## src/rtl/nlt_pkg.sv

```systemverilog
// Shared types and codes for the name-to-id lookup table.
// No dependencies; used by nlt_cell, the top level and nlt_checker.
package nlt_pkg;

  localparam int unsigned FoundBits = 8;

  typedef enum logic [0:0] {
    OP_REGISTER = 1'b0,
    OP_LOOKUP   = 1'b1
  } op_e;

  typedef enum logic [1:0] {
    ST_OK        = 2'd0,
    ST_FULL      = 2'd1,
    ST_NOT_FOUND = 2'd2
  } status_e;

  // Control part of a request word moving down the chain
  typedef struct packed {
    logic    valid;
    op_e     op;
    logic    done;
    status_e status;
  } ctl_t;

endpackage

```

## src/rtl/nlt_cell.sv

```systemverilog
// One table entry of the lookup chain plus its stage register.
// Depends on nlt_pkg for the request control struct and codes.
module nlt_cell #(
  parameter int unsigned KEY_BITS = 64,
  parameter int unsigned ID_BITS  = 8
) (
  input  logic                          clk_i,
  input  logic                          rst_ni,
  input  logic                          adv_i,
  input  nlt_pkg::ctl_t                 ctl_i,
  input  logic [KEY_BITS-1:0]           key_i,
  input  logic [ID_BITS-1:0]            id_i,
  input  logic [nlt_pkg::FoundBits-1:0] found_i,
  output nlt_pkg::ctl_t                 ctl_o,
  output logic [KEY_BITS-1:0]           key_o,
  output logic [ID_BITS-1:0]            id_o,
  output logic [nlt_pkg::FoundBits-1:0] found_o
);
  import nlt_pkg::*;

  logic                ent_valid_q, ent_valid_d;
  logic [KEY_BITS-1:0] ent_key_q, ent_key_d;
  logic [ID_BITS-1:0]  ent_owner_q, ent_owner_d;
  ctl_t                ctl_q, ctl_d;
  logic [KEY_BITS-1:0] key_q;
  logic [ID_BITS-1:0]  id_q;
  logic [FoundBits-1:0] found_q, found_d;

  // Entries fill from the bottom and are never freed, so the first empty
  // cell means no match lies further down: claim it or report a miss.
  always_comb begin
    ent_valid_d = ent_valid_q;
    ent_key_d   = ent_key_q;
    ent_owner_d = ent_owner_q;
    ctl_d       = ctl_i;
    found_d     = found_i;
    if (ctl_i.valid && !ctl_i.done) begin
      if (ent_valid_q && (ent_key_q == key_i)) begin
        ctl_d.done   = 1'b1;
        ctl_d.status = ST_OK;
        if (ctl_i.op == OP_REGISTER) begin
          ent_owner_d = id_i;
        end else begin
          found_d = FoundBits'(ent_owner_q);
        end
      end else if (!ent_valid_q) begin
        ctl_d.done = 1'b1;
        if (ctl_i.op == OP_REGISTER) begin
          ent_valid_d  = 1'b1;
          ent_key_d    = key_i;
          ent_owner_d  = id_i;
          ctl_d.status = ST_OK;
        end else begin
          ctl_d.status = ST_NOT_FOUND;
        end
      end
    end
  end

  // Control state
  always_ff @(posedge clk_i or negedge rst_ni) begin
    if (!rst_ni) begin
      ent_valid_q <= 1'b0;
      ctl_q       <= '0;
    end else if (adv_i) begin
      ent_valid_q <= ent_valid_d;
      ctl_q       <= ctl_d;
    end
  end

  // Entry and word payload
  always_ff @(posedge clk_i) begin
    if (adv_i) begin
      ent_key_q   <= ent_key_d;
      ent_owner_q <= ent_owner_d;
      key_q       <= key_i;
      id_q        <= id_i;
      found_q     <= found_d;
    end
  end

  assign ctl_o   = ctl_q;
  assign key_o   = key_q;
  assign id_o    = id_q;
  assign found_o = found_q;

endmodule

```

## config.mk

```make
export PLATFORM = sky130hd
export DESIGN_NAME = nlt_cell
export DESIGN_NICKNAME = d
export VERILOG_FILES = /design/src/rtl/nlt_pkg.sv /design/src/rtl/nlt_cell.sv
export SDC_FILE = /design/constraint.sdc
export NUM_CORES = 1
export LEC_CHECK = 0
export BUFFER_PORTS_ARGS = -buffer_cell sky130_fd_sc_hd__buf_2
export CAP_MARGIN = 20
export CORE_MARGIN = 3
export CORE_UTILIZATION = 45
export DETAILED_ROUTE_END_ITERATION = 8
export HOLD_SLACK_MARGIN = 0.12
export PLACE_DENSITY = 0.71
export SLEW_MARGIN = 15
export SYNTH_ARGS = -nofsm -noshare
export SYNTH_HDL_FRONTEND = slang
export SYNTH_SLANG_ARGS = --single-unit
```

## constraint.sdc

```tcl
create_clock -name clk_i -period 6.37 [get_ports clk_i]
set_clock_uncertainty 0.15 [all_clocks]
set_input_delay 1.911 -clock clk_i [delete_from_list [all_inputs] [get_ports clk_i]]
set_output_delay 1.911 -clock clk_i [all_outputs]
set_load 0.01 [all_outputs]
```

==> results.txt <==
largest net degree at the start of global routing = 65
Synth Instances = 276
r2r setup slk = 3.47 ns
# clock sinks = 158
Avg Cell Area, Syn = 20.5 um2
Starting Density = 46.5%
diode count = 0
xor and xnor area share after synthesis = 9.92%
mux share of post-synthesis cell area = 2.15%
Worst R2R End = ent_owner_q[3]
final hold violations = 0
clk_lat worst skew = 0.42 ns
top cell type by total area after synthesis = edfxtp_1
Final ANT Viol Nets = 0
compound-gate portion of the synthesized area = 0.598%
Synth async-reset ratio = 3.80%
minimum clock period = 4.14 ns
startpoint of the worst hold path = ctl_o[3]
Crit Path Max Fanout = 8
Startpoint Class = input pin
drt first-iter violations = 225
H-tree depth = 4
post-CTS setup buffer count = 0
maximum VDD drop = 0.215 mV
Worst Path Arrival = 4.03 ns
number of enable flip-flop cells after synthesis = 152
Power Dens Cells = 319 nW/um2
synth unique cells = 18
routed vias = 3090
detailed placer's ending HPWL = 7520 um
row cnt = 40
mean number of vias per cell = 4.76
worst-margin pin slew = 0.846 ns
CTS Buf Count = 17
Setup Crit Path Kind = in2reg
CTS tree = yes
simple-gate area share of the yosys netlist = 3.68%
YS warnings = 0
Core ar. = 12200 um2
remaining global-route overflow = 0
die width = 118 um
hold crit path type = reg2reg
Clk pin slew, worst setup/hold paths = 0.06 ns
global-route wire length before repair = 17000 um
first-pass iteration count of the detailed router = 4
hold_buf cts = 0
layout cell share with drive strength beyond 1 = 44.7%
fin crit share = 64.9%
Crit. Startpoint = key_i[11]
Worst Hold Path EP = ctl_o[3]
chip height = 118 um
Most used DFF post-synth = edfxtp_1
Area contributors post-synth = edfxtp_1, xnor2_1, dfrtp_1
Synth top area share = 80.8%
area grow syn2layout = 29.5%
max-cap violation count = 0
final wirelength = 10700 um
Sum Neg Setup Slack = 0 ns
Max Clock Freq = 242 MHz
initial antenna violation count = 1
Synthesized Nets = 364
Worst Reg2Reg Path Length in Cells = 6
endpoint class of the critical path = register
per-cell routed wire length = 16.5 um
Post-Syn Area = 5650 um2
final routed DRC violation total = 0
Adder-Cell Fraction of Synth Area = 0%
vias in the first global route = 3309
CTS resizes = 0
launch point of the worst reg-to-reg path = ent_key_q[10]
die area = 13900 um2
Hold Path Depth = 1
largest family of logic cells by synthesized area = XOR/XNOR gates
clk root buf = clkbuf_16
sequential fraction of the synthesis area = 83.5%
Final nets = 556
outcome = finished, final reports clean
Seq cells post-synth = 158
GP Congestion = 0.772
PortBufs = 172
Max clock buf depth = 2
LEAKAGE = 2.71 nW
final setup violation count = 0
max-slew violations = 0
Req. time, crit path = 6.27 ns
I/O pin count = 173
fin util = 60.1%
relative slew slack = 43.6%
RSZ-0062 raised after global routing = no
Tot GR Track Use = 16.1%
==> per-layer routing <==
metal	GRT usage, %	part of all wire, %
met5	0	0.12
met4	6.81	1.6
met2	24.2	46
met3	7.06	8.9
met1	20.6	43
==> worst max path at each step <==
stage / to / slack, ns / cells past startpoint
5_1_grt: ent_owner_q[0] / 2.05 / 7
6_report: ent_owner_q[3] / 2.23 / 7
2_1_floorplan: ent_key_q[0] / 0.57 / 5
4_1_cts: ent_owner_q[0] / 2.18 / 7
3_5_place_dp: ent_owner_q[3] / 1.75 / 7
3_3_place_gp: ent_owner_q[5] / 1.83 / 7
==> layout by cell type (no fill, tap or decap) <==
cell type and instances:
and2_2 1, mux2_2 9, buf_4 3, clkbuf_1 4
nor4_2 1, o21ai_0 4, nand4_1 17, nor2_4 1
clkbuf_8 3, a21oi_1 1, nor4_1 3, nand2_1 6
dfrtp_1 6, clkbuf_16 17, bufinv_16 2, nor3_4 1
mux2i_1 2, edfxtp_1 152, inv_1 2, nand2b_1 2
o311ai_0 1, clkinv_2 6, buf_2 171, xnor2_1 64
nor2_1 2
==> flip-flops by register name, indices dropped and copies added, names as in the netlist <==
register,cells
key_o,64
ent_valid_q,1
id_o,8
ent_key_q,64
ent_owner_q,8
ctl_o,5
found_o,8
==> stage by stage <==
| stage | setup WS [ns] | instance area, um2 | hold WS [ns] | instances | power, mW |
|---|---|---|---|---|---|
| final | 2.23 | 7310 | 0.353 | 649 | 2.33 |
| after floorplan | 0.571 | 5650 | 0.359 | 276 | 1.28 |
| after detailed placement | 1.75 | 6740 | 0.341 | 617 | 1.38 |
| after CTS | 2.18 | 7310 | 0.354 | 649 | 2.36 |
| after global routing | 2.05 | 7310 | 0.387 | 649 | 2.42 |
| after global placement | 1.83 | 6740 | 0.338 | 617 | 1.38 |
==> critical path, cell delays in order <==
cell and delay [ns]:
buf_2 0.12, xnor2_1 0.16, nand4_1 0.12, nor4_1 0.61, nand4_1 0.33, and2_2 0.30, nor2_1 0.48
==> report_power, final <==
group,switching (mW),internal [mW]
Clock,0.367,0.604
Combinational,0.0889,0.0682
Sequential,0.0122,1.19
==> layout make-up <==
class | instances | area [um2]
Fill cell | 912 | 4850
Multi-Input combinational cell | 115 | 931
Timing Repair Buffer | 174 | 878
Sequential cell | 158 | 4710
Tap cell | 168 | 210
Clock buffer | 24 | 482
Clock inverter | 8 | 90.1
Inverter | 2 | 7.51
==> cell usage after synthesis (all sizes together), types with 2 or more instances <==
master  number
inv          2
nor4         4
nor2         3
nand2b       2
nand4       17
mux2         9
edfxtp     152
o21ai        4
mux2i        2
dfrtp        6
nand2        6
xnor2       64
==> cells by family (layout without fill, tap and decap cells) <==
family | Yosys count | count (layout)
xor+xnor | 64 | 64
buf+inv | 3 | 208
flops | 158 | 158
compound gates | 6 | 6
mux | 11 | 11
simple gates | 34 | 34
Power figures use the tool's default switching activity.
